--- src/hw/rtl/gdc_pkg.sv ---
// ----------------------------------------------------------------------------
// gdc_pkg
// Word types and fixed constants of the grid ray caster.
// ----------------------------------------------------------------------------
package gdc_pkg;

   localparam logic [23:0] MAX24      = 24'hFF_FFFF;
   localparam logic [11:0] ONE_Q11    = 12'd2048;
   localparam logic        MODE_WRITE = 1'b0;
   localparam logic        MODE_CAST  = 1'b1;

   typedef struct packed {
      logic               mode;
      logic [4:0]         cell_x;
      logic [4:0]         cell_y;
      logic               cell_wall;
      logic [15:0]        player_x;
      logic [15:0]        player_y;
      logic signed [15:0] ray_dir_x;
      logic signed [15:0] ray_dir_y;
   } gdc_req_type;

   typedef struct packed {
      logic [4:0]  hit_cell_x;
      logic [4:0]  hit_cell_y;
      logic        hit_side;
      logic [23:0] perp_dist;
      logic [15:0] wall_frac;
      logic        no_hit;
   } gdc_rsp_type;

endpackage

--- src/hw/rtl/gdc_ram.sv ---
// ----------------------------------------------------------------------------
// gdc_ram
// Generic simple dual-port RAM: one write port, one registered read port.
// ----------------------------------------------------------------------------
module gdc_ram #(
   parameter int WIDTH = 1,
   parameter int DEPTH = 1024
) (
   input  logic                     clock,
   input  logic                     we,
   input  logic [$clog2(DEPTH)-1:0] waddr,
   input  logic [WIDTH-1:0]         wdata,
   input  logic [$clog2(DEPTH)-1:0] raddr,
   output logic [WIDTH-1:0]         rdata
);

   logic [WIDTH-1:0] mem [DEPTH];
   logic [WIDTH-1:0] rdata_ff;

   always_ff @(posedge clock) begin
      if (we) begin
         mem[waddr] <= wdata;
      end
      rdata_ff <= mem[raddr];
   end

   assign rdata = rdata_ff;

endmodule

--- src/hw/rtl/gdc_div.sv ---
// ----------------------------------------------------------------------------
// gdc_div
// Restoring divider, one quotient bit per cycle, 16-bit unsigned divisor.
// ----------------------------------------------------------------------------
module gdc_div
   import gdc_pkg::*;
#(
   parameter int DW = 38
) (
   input  logic          clock,
   input  logic          reset,
   input  logic          div_start,
   input  logic [DW-1:0] dividend,
   input  logic [15:0]   divisor,
   output logic          div_done,
   output logic [DW-1:0] quotient
);

   localparam int CTW = $clog2(DW + 1);

   logic          run_ff, run_in;
   logic          done_ff, done_in;
   logic [CTW-1:0] cnt_ff, cnt_in;
   logic [DW-1:0] acc_ff, acc_in;
   logic [15:0]   rem_ff, rem_in;
   logic [15:0]   dvs_ff, dvs_in;
   logic [16:0]   trial;
   logic [16:0]   diff;
   logic          ge;

   always_comb begin
      trial  = {rem_ff, acc_ff[DW-1]};
      ge     = trial >= {1'b0, dvs_ff};
      diff   = trial - {1'b0, dvs_ff};
      run_in = run_ff;
      done_in = 1'b0;
      cnt_in = cnt_ff;
      acc_in = acc_ff;
      rem_in = rem_ff;
      dvs_in = dvs_ff;
      if (div_start) begin
         run_in = 1'b1;
         cnt_in = CTW'(DW);
         acc_in = dividend;
         rem_in = '0;
         dvs_in = divisor;
      end else if (run_ff) begin
         acc_in = {acc_ff[DW-2:0], ge};
         rem_in = ge ? diff[15:0] : trial[15:0];
         cnt_in = cnt_ff - CTW'(1);
         if (cnt_ff == CTW'(1)) begin
            run_in  = 1'b0;
            done_in = 1'b1;
         end
      end
   end

   always_ff @(posedge clock) begin
      if (reset) begin
         run_ff  <= 1'b0;
         done_ff <= 1'b0;
         cnt_ff  <= '0;
      end else begin
         run_ff  <= run_in;
         done_ff <= done_in;
         cnt_ff  <= cnt_in;
      end
      acc_ff <= acc_in;
      rem_ff <= rem_in;
      dvs_ff <= dvs_in;
   end

   assign div_done = done_ff;
   assign quotient = acc_ff;

endmodule

--- src/hw/rtl/grid_ray_dda_caster.sv ---
// ----------------------------------------------------------------------------
// grid_ray_dda_caster
// DDA ray caster over a square one-bit wall map held in a RAM.
// ----------------------------------------------------------------------------
// Usage:
//  - Request: drive req_data and raise start; the word is taken at an edge
//    where start is high and busy is low. mode MODE_WRITE sets one map cell
//    and gives no result; busy stays low.
//  - mode MODE_CAST walks the ray and returns one result word on rsp_data,
//    marked by rsp_valid for exactly one cycle. The receiver cannot stall;
//    the word must be taken in that cycle.
//  - Cast: the shared serial divider, DW bits wide (38 at the default map
//    size), works out in turn the two step lengths (a zero axis skips its
//    division); then the ray walks at most MAX_STEPS cells, one map RAM read
//    per walked cell; then the divider gives the distance and the wall
//    position, each by one division.
//  - Throughput: one cast at a time; busy stays high until the result.
//  - Reset: after reset the block sweeps the map to open, one cell per cycle,
//    MAP_SIZE * MAP_SIZE cells (1024 by default), with busy high.
// ----------------------------------------------------------------------------
module grid_ray_dda_caster
   import gdc_pkg::*;
#(
   parameter int MAP_SIZE  = 32,
   parameter int MAX_STEPS = 64
) (
   input  logic        clock,
   input  logic        reset,
   input  logic        start,
   output logic        busy,
   input  gdc_req_type req_data,
   output logic        rsp_valid,
   output gdc_rsp_type rsp_data
);

   localparam int CW    = $clog2(MAP_SIZE);
   localparam int SW    = CW + 2;
   localparam int AW    = $clog2(MAP_SIZE * MAP_SIZE);
   localparam int DEPTH = MAP_SIZE * MAP_SIZE;
   localparam int NW    = (CW > 5 ? CW : 5) + 11;
   localparam int DW    = NW + 22;
   localparam int CNW   = $clog2(MAX_STEPS + 1);

   localparam logic [3:0] S_CLEAR = 4'd0;
   localparam logic [3:0] S_IDLE  = 4'd1;
   localparam logic [3:0] S_CHECK = 4'd2;
   localparam logic [3:0] S_DIVX  = 4'd3;
   localparam logic [3:0] S_DIVY  = 4'd4;
   localparam logic [3:0] S_FIRST = 4'd5;
   localparam logic [3:0] S_STEP  = 4'd6;
   localparam logic [3:0] S_TEST  = 4'd7;
   localparam logic [3:0] S_NUM   = 4'd8;
   localparam logic [3:0] S_QMUL  = 4'd9;
   localparam logic [3:0] S_PERP  = 4'd10;
   localparam logic [3:0] S_WALL  = 4'd11;

   logic [3:0]           state_ff, state_in;
   logic [AW-1:0]        clr_ff, clr_in;
   logic [15:0]          px_ff, px_in, py_ff, py_in;
   logic [15:0]          dx_ff, dx_in, dy_ff, dy_in;
   logic [15:0]          ax_ff, ax_in, ay_ff, ay_in;
   logic signed [SW-1:0] mx_ff, mx_in, my_ff, my_in;
   logic [23:0]          ddx_ff, ddx_in, ddy_ff, ddy_in;
   logic [23:0]          sdx_ff, sdx_in, sdy_ff, sdy_in;
   logic                 side_ff, side_in;
   logic [CNW-1:0]       cnt_ff, cnt_in;
   logic [NW-1:0]        num_ff, num_in;
   logic [15:0]          aa_ff, aa_in, ao_ff, ao_in, opos_ff, opos_in;
   logic                 oneg_ff, oneg_in;
   logic [DW-1:0]        q_ff, q_in;
   logic [23:0]          perp_ff, perp_in;
   logic                 div_run_ff, div_run_in;
   logic                 rsp_valid_ff, rsp_valid_in;
   gdc_rsp_type          rsp_ff, rsp_in;

   // map RAM ports
   logic                 ram_we;
   logic [AW-1:0]        ram_waddr, ram_raddr;
   logic                 ram_wdata, ram_rdata;

   // divider ports
   logic                 div_start, div_done;
   logic [DW-1:0]        div_dividend, div_quotient;
   logic [15:0]          div_divisor;
   logic [23:0]          div_sat;

   // helpers
   logic [15:0]          req_ax, req_ay;
   logic                 req_out;
   logic [11:0]          nx, ny;
   logic [35:0]          fx_prod, fy_prod;
   logic [24:0]          sum_x, sum_y;
   logic                 step_x, out_map;
   logic [31:0]          num_wide, mx_w, my_w;
   logic [NW+15:0]       qprod;
   logic [15:0]          wall_base, wall;
   gdc_rsp_type          miss;

   gdc_ram #(.WIDTH(1), .DEPTH(DEPTH)) u_map (
      .clock (clock),
      .we    (ram_we),
      .waddr (ram_waddr),
      .wdata (ram_wdata),
      .raddr (ram_raddr),
      .rdata (ram_rdata)
   );

   gdc_div #(.DW(DW)) u_div (
      .clock     (clock),
      .reset     (reset),
      .div_start (div_start),
      .dividend  (div_dividend),
      .divisor   (div_divisor),
      .div_done  (div_done),
      .quotient  (div_quotient)
   );

   assign div_sat = (|div_quotient[DW-1:24]) ? MAX24 : div_quotient[23:0];

   always_comb begin
      // defaults: hold every register but the result strobe
      state_in     = state_ff;
      clr_in       = clr_ff;
      px_in        = px_ff;
      py_in        = py_ff;
      dx_in        = dx_ff;
      dy_in        = dy_ff;
      ax_in        = ax_ff;
      ay_in        = ay_ff;
      mx_in        = mx_ff;
      my_in        = my_ff;
      ddx_in       = ddx_ff;
      ddy_in       = ddy_ff;
      sdx_in       = sdx_ff;
      sdy_in       = sdy_ff;
      side_in      = side_ff;
      cnt_in       = cnt_ff;
      num_in       = num_ff;
      aa_in        = aa_ff;
      ao_in        = ao_ff;
      opos_in      = opos_ff;
      oneg_in      = oneg_ff;
      q_in         = q_ff;
      perp_in      = perp_ff;
      div_run_in   = div_run_ff;
      rsp_valid_in = 1'b0;
      rsp_in       = rsp_ff;

      ram_we       = 1'b0;
      ram_waddr    = clr_ff;
      ram_wdata    = 1'b0;
      ram_raddr    = '0;
      div_start    = 1'b0;
      div_dividend = '0;
      div_divisor  = '0;

      miss         = '0;
      miss.no_hit  = 1'b1;

      req_ax  = req_data.ray_dir_x[15] ? 16'(-req_data.ray_dir_x) : req_data.ray_dir_x;
      req_ay  = req_data.ray_dir_y[15] ? 16'(-req_data.ray_dir_y) : req_data.ray_dir_y;
      req_out = (32'(req_data.player_x[15:11]) >= 32'(MAP_SIZE))
             || (32'(req_data.player_y[15:11]) >= 32'(MAP_SIZE));

      // distance to the first boundary, Q1.11 in 12 bits
      nx = dx_ff[15] ? {1'b0, px_ff[10:0]} : ONE_Q11 - {1'b0, px_ff[10:0]};
      ny = dy_ff[15] ? {1'b0, py_ff[10:0]} : ONE_Q11 - {1'b0, py_ff[10:0]};
      fx_prod = 36'(nx) * 36'(ddx_ff);
      fy_prod = 36'(ny) * 36'(ddy_ff);

      sum_x  = {1'b0, sdx_ff} + {1'b0, ddx_ff};
      sum_y  = {1'b0, sdy_ff} + {1'b0, ddy_ff};
      step_x = (ax_ff != '0) && ((ay_ff == '0) || (sdx_ff < sdy_ff));

      out_map = mx_ff[SW-1] || my_ff[SW-1]
             || (mx_ff[SW-2:0] >= (SW-1)'(MAP_SIZE))
             || (my_ff[SW-2:0] >= (SW-1)'(MAP_SIZE));

      mx_w = 32'(mx_ff[SW-2:0]);
      my_w = 32'(my_ff[SW-2:0]);
      if (!side_ff) begin
         num_wide = dx_ff[15] ? 32'(px_ff) - ((mx_w + 32'd1) << 11)
                              : (mx_w << 11) - 32'(px_ff);
      end else begin
         num_wide = dy_ff[15] ? 32'(py_ff) - ((my_w + 32'd1) << 11)
                              : (my_w << 11) - 32'(py_ff);
      end

      qprod     = (NW+16)'(num_ff) * (NW+16)'(ao_ff);
      wall_base = {opos_ff[10:0], 5'b0};
      wall      = oneg_ff ? wall_base - div_quotient[15:0]
                          : wall_base + div_quotient[15:0];

      case (state_ff)
         S_CLEAR: begin
            // sweep the map to open
            ram_we    = 1'b1;
            ram_waddr = clr_ff;
            clr_in    = clr_ff + AW'(1);
            if (clr_ff == AW'(DEPTH - 1)) begin
               state_in = S_IDLE;
            end
         end
         S_IDLE: begin
            if (start) begin
               if (req_data.mode == MODE_WRITE) begin
                  // drop writes outside the map
                  ram_we    = (32'(req_data.cell_x) < 32'(MAP_SIZE))
                           && (32'(req_data.cell_y) < 32'(MAP_SIZE));
                  ram_waddr = AW'(32'(req_data.cell_x) * 32'(MAP_SIZE)
                                  + 32'(req_data.cell_y));
                  ram_wdata = req_data.cell_wall;
               end else begin
                  px_in    = req_data.player_x;
                  py_in    = req_data.player_y;
                  dx_in    = req_data.ray_dir_x;
                  dy_in    = req_data.ray_dir_y;
                  ax_in    = req_ax;
                  ay_in    = req_ay;
                  mx_in    = SW'(req_data.player_x[15:11]);
                  my_in    = SW'(req_data.player_y[15:11]);
                  side_in  = req_out || (req_ax == '0 && req_ay == '0);
                  state_in = S_CHECK;
               end
            end
         end
         S_CHECK: begin
            // side_ff carries the early miss flag here
            if (side_ff) begin
               rsp_in       = miss;
               rsp_valid_in = 1'b1;
               state_in     = S_IDLE;
            end else begin
               state_in = S_DIVX;
            end
         end
         S_DIVX: begin
            div_dividend = DW'(64'h4000_0000);
            div_divisor  = ax_ff;
            if (ax_ff == '0) begin
               ddx_in   = MAX24;
               state_in = S_DIVY;
            end else if (!div_run_ff) begin
               div_start  = 1'b1;
               div_run_in = 1'b1;
            end else if (div_done) begin
               ddx_in     = div_sat;
               div_run_in = 1'b0;
               state_in   = S_DIVY;
            end
         end
         S_DIVY: begin
            div_dividend = DW'(64'h4000_0000);
            div_divisor  = ay_ff;
            if (ay_ff == '0) begin
               ddy_in   = MAX24;
               state_in = S_FIRST;
            end else if (!div_run_ff) begin
               div_start  = 1'b1;
               div_run_in = 1'b1;
            end else if (div_done) begin
               ddy_in     = div_sat;
               div_run_in = 1'b0;
               state_in   = S_FIRST;
            end
         end
         S_FIRST: begin
            sdx_in   = fx_prod[35] ? MAX24 : fx_prod[34:11];
            sdy_in   = fy_prod[35] ? MAX24 : fy_prod[34:11];
            cnt_in   = '0;
            state_in = S_STEP;
         end
         S_STEP: begin
            // advance one cell along the nearer boundary
            if (step_x) begin
               sdx_in  = sum_x[24] ? MAX24 : sum_x[23:0];
               mx_in   = dx_ff[15] ? mx_ff - SW'(1) : mx_ff + SW'(1);
               side_in = 1'b0;
            end else begin
               sdy_in  = sum_y[24] ? MAX24 : sum_y[23:0];
               my_in   = dy_ff[15] ? my_ff - SW'(1) : my_ff + SW'(1);
               side_in = 1'b1;
            end
            ram_raddr = AW'(32'(mx_in[CW-1:0]) * 32'(MAP_SIZE) + 32'(my_in[CW-1:0]));
            state_in  = S_TEST;
         end
         S_TEST: begin
            if (out_map) begin
               rsp_in       = miss;
               rsp_valid_in = 1'b1;
               state_in     = S_IDLE;
            end else if (ram_rdata) begin
               state_in = S_NUM;
            end else if (cnt_ff == CNW'(MAX_STEPS - 1)) begin
               rsp_in       = miss;
               rsp_valid_in = 1'b1;
               state_in     = S_IDLE;
            end else begin
               cnt_in   = cnt_ff + CNW'(1);
               state_in = S_STEP;
            end
         end
         S_NUM: begin
            num_in   = num_wide[NW-1:0];
            aa_in    = side_ff ? ay_ff : ax_ff;
            ao_in    = side_ff ? ax_ff : ay_ff;
            oneg_in  = side_ff ? dx_ff[15] : dy_ff[15];
            opos_in  = side_ff ? px_ff : py_ff;
            state_in = S_QMUL;
         end
         S_QMUL: begin
            q_in     = DW'({qprod, 5'b0});
            state_in = S_PERP;
         end
         S_PERP: begin
            div_dividend = DW'({num_ff, 19'b0});
            div_divisor  = aa_ff;
            if (!div_run_ff) begin
               div_start  = 1'b1;
               div_run_in = 1'b1;
            end else if (div_done) begin
               perp_in    = div_sat;
               div_run_in = 1'b0;
               state_in   = S_WALL;
            end
         end
         S_WALL: begin
            // round the offset up on a negative other axis, so the wall position rounds down
            div_dividend = oneg_ff ? q_ff + DW'(aa_ff - 16'd1) : q_ff;
            div_divisor  = aa_ff;
            if (!div_run_ff) begin
               div_start  = 1'b1;
               div_run_in = 1'b1;
            end else if (div_done) begin
               div_run_in        = 1'b0;
               rsp_in.hit_cell_x = 5'(mx_ff[SW-2:0]);
               rsp_in.hit_cell_y = 5'(my_ff[SW-2:0]);
               rsp_in.hit_side   = side_ff;
               rsp_in.perp_dist  = perp_ff;
               rsp_in.wall_frac  = wall;
               rsp_in.no_hit     = 1'b0;
               rsp_valid_in      = 1'b1;
               state_in          = S_IDLE;
            end
         end
         default: begin
            state_in = S_IDLE;
         end
      endcase
   end

   always_ff @(posedge clock) begin
      if (reset) begin
         state_ff     <= S_CLEAR;
         clr_ff       <= '0;
         div_run_ff   <= 1'b0;
         rsp_valid_ff <= 1'b0;
      end else begin
         state_ff     <= state_in;
         clr_ff       <= clr_in;
         div_run_ff   <= div_run_in;
         rsp_valid_ff <= rsp_valid_in;
      end
      px_ff   <= px_in;
      py_ff   <= py_in;
      dx_ff   <= dx_in;
      dy_ff   <= dy_in;
      ax_ff   <= ax_in;
      ay_ff   <= ay_in;
      mx_ff   <= mx_in;
      my_ff   <= my_in;
      ddx_ff  <= ddx_in;
      ddy_ff  <= ddy_in;
      sdx_ff  <= sdx_in;
      sdy_ff  <= sdy_in;
      side_ff <= side_in;
      cnt_ff  <= cnt_in;
      num_ff  <= num_in;
      aa_ff   <= aa_in;
      ao_ff   <= ao_in;
      opos_ff <= opos_in;
      oneg_ff <= oneg_in;
      q_ff    <= q_in;
      perp_ff <= perp_in;
      rsp_ff  <= rsp_in;
   end

   assign busy      = (state_ff != S_IDLE);
   assign rsp_valid = rsp_valid_ff;
   assign rsp_data  = rsp_ff;

endmodule

--- config.mk ---
export PLATFORM = sky130hd
export DESIGN_NAME = grid_ray_dda_caster
export DESIGN_NICKNAME = d
export VERILOG_FILES = /design/src/hw/rtl/gdc_pkg.sv /design/src/hw/rtl/gdc_ram.sv /design/src/hw/rtl/gdc_div.sv /design/src/hw/rtl/grid_ray_dda_caster.sv
export SDC_FILE = /design/constraint.sdc
export NUM_CORES = 2
export LEC_CHECK = 0
export BUFFER_PORTS_ARGS = -buffer_cell sky130_fd_sc_hd__buf_4
export CAP_MARGIN = 20
export CELL_PAD_IN_SITES_DETAIL_PLACEMENT = 2
export CELL_PAD_IN_SITES_GLOBAL_PLACEMENT = 2
export CORE_UTILIZATION = 45
export CTS_CLUSTER_SIZE = 28
export DETAILED_ROUTE_END_ITERATION = 8
export HOLD_SLACK_MARGIN = 0.05
export PLACE_DENSITY_LB_ADDON = 0.1
export SETUP_SLACK_MARGIN = 0.02
export SLEW_MARGIN = 20
export SYNTH_ARGS = -nofsm -noshare
export SYNTH_HDL_FRONTEND = slang
export SYNTH_HIERARCHICAL = 1
export SYNTH_SLANG_ARGS = --single-unit
--- constraint.sdc ---
create_clock -name clock -period 46.2 [get_ports clock]
set_clock_uncertainty 0.05 [all_clocks]
set_input_delay 6.93 -clock clock [delete_from_list [all_inputs] [get_ports clock]]
set_output_delay 6.93 -clock clock [all_outputs]
set_load 0.01 [all_outputs]
==> results.py <==
metrics = {
    "outcome": {
        "outcome": "complete, but fails checks",
        "failed_checks": "design-rule violations",
    },
    "worst_hold_path": {
        "min_path_type": "flop to flop",
        "holdPathEnd": "u_div/rem_ff[13]",
        "whs_path_depth": 2,
        "holdCritStartpoint": "u_div/rem_ff[13]",
    },
    "drt": {
        "post_drt_via_cell_ratio": 5.87,
        "drtIter0Drc": 5224,
        "routed_wl_um": 329000,
        "firstDrtPassIters": 8,
        "routedWlPerCell_um": 28.9,
        "remaining_drc_errors": 31,
        "routed-via-count": 66835,
        "postRouteAntennaNets": 0,
    },
    "worst_setup_path": {
        "crit_type": "primary input to flop",
        "crit_chain": "buf_4, nand3b_1, nor2_4, buf_12, buf_16, buf_4, buf_6, buf_6",
        "slowest_delay_ns": 0.90,
        "worstRegToRegCells": 27,
        "cp_top_family": "buffers and inverters",
        "path_max_fanout": 160,
        "path_buf_inv": 6,
        "cp.required_ns": 46.66,
        "r2r_start": "px_ff[5]",
        "setup.worst_path.start_class": "primary input",
        "rrSetupSlack_ns": 36.31,
        "crit_path_top_delay_cell": "buf_4",
        "arrival_ns": 11.38,
        "end_kind": "flop",
        "r2r_end": "sdx_ff[12]",
    },
    "synthesis": {
        "synth_fa_ha_area_share_pct": 18.8,
        "synth_warnings": 6,
        "synth_flop_cell": "edfxtp_1",
        "synthTopCellsByArea": "edfxtp_1 (45%), fa_1 (13%), ha_1 (5.5%), nor2_1 (5.1%), mux4_2 (4.7%)",
        "syn_inst": 8504,
        "netlist_area_um2": 96200,
        "synth_compound_area_share_pct": 6.07,
        "synth_top_cell_by_area": "edfxtp_1",
        "synth-xor-area-share_pct": 2.49,
        "async_flop_share_pct": 0,
        "postSynthAreaPerCell_um2": 11.3,
        "synth_fp_nets": 9648,
        "synthTopCellsByCount": "edfxtp_1 (1,430), nor2_1 (1,300), inv_1 (924)",
        "synth_top_family_by_area": "adder cells",
        "synthSimpleGateAreaFrac_pct": 13.1,
        "yosysUniqueCellTypes": 99,
        "synth_seq_cells": 1471,
        "yosysSeqAreaShare_pct": 45.5,
        "yosysMostFrequentCell": "edfxtp_1",
        "synthMuxAreaShare_pct": 7.97,
        "synth_edf_count": 1430,
        "yosys.area.top_type_share_pct": 44.6,
    },
    "place": {
        "hpwl_um": 220000,
        "portBuffers": 132,
        "placed_cells": 11073,
        "gp_congestion": 0.847,
        "place_ws_ns": 34.00,
    },
    "cts": {
        "cts_resized": 0,
        "cts_sinks": 1471,
        "clk_pin_slew_ns": 0.06,
        "cts_setup_buffers": 0,
        "cts_tree": "built",
        "clk_path_buf_depth": 3,
        "clock_latency_ns": 0.84,
        "cts_hold_buffers": 0,
        "cts_buffers": 166,
        "root_buffer": "clkbuf_16",
        "cts_max_level": 4,
    },
    "sta": {
        "setup_slack_ns": 35.28,
        "relSlewSlack_pct": 16.5,
        "setup_violations": 0,
        "worst_pin_slew_ns": 1.24,
        "finalHoldViolations": 0,
        "final.setup.tns_ns": 0,
        "min_period_ns": 10.92,
        "slew_viol_final": 0,
        "rsz0062_at_grt": "no",
        "finalCritPeriodShare_pct": 23.6,
        "timing.fmax_mhz": 91.6,
        "fin_hold_ws_ns": 0.450,
    },
    "cells_and_area": {
        "final_net_count": 9568,
        "areaGrowthSynthToFinish_pct": 9.83,
        "finalNonFillerCells": 11389,
        "drive_above_1_share_pct": 11.3,
    },
    "global_route": {
        "grt_pass1_wl_um": 495000,
        "grt-ovfl-total": 0,
        "grt_max_degree": 287,
        "antenna_found_initial": 8,
        "grtUsageTotal_pct": 30.7,
        "grt_pass1_vias": 75642,
    },
    "floorplanning": {
        "die_h_um": 464,
        "pin_count": 133,
        "die-width_um": 464,
        "dieArea_um2": 216000,
        "initial_core_util_pct": 45.3,
        "rows": 169,
        "coreArea_um2": 212000,
    },
    "run": {
        "drv_cap": 0,
    },
    "power": {
        "ir_drop_v": 0.0000376,
        "leakage_nw": 42.6,
        "power_density_nw_per_um2": 27.0,
    },
}
power breakdown:
part	switching [W]	internal [W]	total (W)
Combinational	0.0000405	0.0000222	0.0000628
Clock	0.000602	0.000740	0.00134
Sequential	0.00000262	0.00144	0.00145
state kept, by name, summed over array words and instances (netlist names), 7 cells and up:
| signal | count |
|---|---|
| u_div/rem_ff | 16 |
| sdy_ff | 24 |
| u_map/mem | 1024 |
| q_ff | 32 |
| clr_ff | 10 |
| my_ff | 7 |
| u_div/quotient | 38 |
| rsp_data | 52 |
| num_ff | 16 |
| ddy_ff | 24 |
| ddx_ff | 24 |
| px_ff | 16 |
| ax_ff | 15 |
| mx_ff | 7 |
| cnt_ff | 7 |
| u_div/dvs_ff | 16 |
| ay_ff | 15 |
| ao_ff | 16 |
| opos_ff | 11 |
| sdx_ff | 24 |
| perp_ff | 24 |
| py_ff | 16 |
| aa_ff | 16 |
per-stage QoR:
stage                     cell area (um^2)  util [%]  total power, W
after global placement              100000      47.1         0.00153
final                               106000      49.8         0.00285
after CTS                           106000      49.7         0.00287
after detailed placement            100000      47.1         0.00154
after global routing                106000      49.8         0.00292
after floorplan                      96200         -         0.00151
worst reg2reg max path, stage by stage, from the launching register on:
cell	delay, ns
edfxtp_1	0.52
or4_1	0.63
nor3_1	0.24
nand2b_1	0.11
nor2_1	0.54
nand2_1	0.45
nor2_1	0.33
buf_4	0.37
and2_1	0.26
fa_1	0.43
fa_1	0.52
fa_1	0.45
fa_1	0.51
inv_1	0.05
fa_1	0.48
inv_1	0.05
ha_1	0.33
a2111oi_0	0.39
o21ai_0	0.15
o21ai_0	0.10
a21boi_0	0.36
a21oi_1	0.21
o21ai_0	0.25
nand3_1	0.28
a31oi_1	0.34
xnor2_1	0.15
nand2_1	0.61
o22a_1	0.44
worst max-delay path by stage:
stage / slack [ns] / cells past startpoint / endpoint / startpoint
floorplan: 10.28 / 3 / u_map/mem[0] / req_data[75]
global placement: 34.40 / 7 / u_map/mem[476] / req_data[75]
detailed placement: 34.00 / 7 / u_map/mem[456] / req_data[75]
CTS: 34.88 / 7 / u_map/mem[192] / req_data[75]
global route: 35.10 / 8 / u_map/mem[744] / req_data[75]
finish: 35.28 / 8 / u_map/mem[193] / req_data[75]
placed cells by master, fill, tap and decap left out, types with 33 or more instances in the layout:
| cell | count |
|---|---|
| mux2_2 | 104 |
| nor2_1 | 1290 |
| ha_1 | 424 |
| a21o_1 | 90 |
| nand3_1 | 69 |
| fa_1 | 641 |
| clkbuf_16 | 167 |
| edfxtp_1 | 1430 |
| clkinv_2 | 35 |
| and3_1 | 57 |
| nor3_1 | 85 |
| nand2_1 | 819 |
| nor2b_1 | 36 |
| xor2_1 | 90 |
| mux2i_1 | 162 |
| and2_1 | 271 |
| mux4_2 | 200 |
| dfxtp_1 | 41 |
| o221ai_1 | 51 |
| o21bai_1 | 33 |
| nand2b_1 | 48 |
| inv_1 | 923 |
| o21ai_0 | 137 |
| a21oi_1 | 227 |
| xnor2_1 | 167 |
| nor4_1 | 36 |
| buf_4 | 261 |
cells by family after synthesis:
logic type | Yosys count
xor gates and xnor gates | 274
and+or+nand+nor | 2900
muxes | 480
buffers and inverters | 1449
AOI/OAI and AO/OA | 865
adders and majority gates | 1065
DFF | 1471
routing by layer:
metal | GRT usage (%) | wire, um | up-vias
li1 | - | - | 28785
met5 | 0 | 0 | -
met3 | 3.67 | 14700 | 577
met2 | 55.1 | 170000 | 1805
met1 | 37.8 | 131000 | 35668
met4 | 11.5 | 13000 | 0
cell type report:
class / instances / area, um^2
repair buffers: 273 / 2150
inverters: 928 / 3480
diodes: 9 / 22.5
fillers: 20925 / 107000
clock buffers: 201 / 4340
well taps: 2821 / 3530
flip-flops and latches: 1471 / 43800
clock inverters: 102 / 1100
multi-input cells: 5584 / 47300
(Power assumes the default switching activity.)
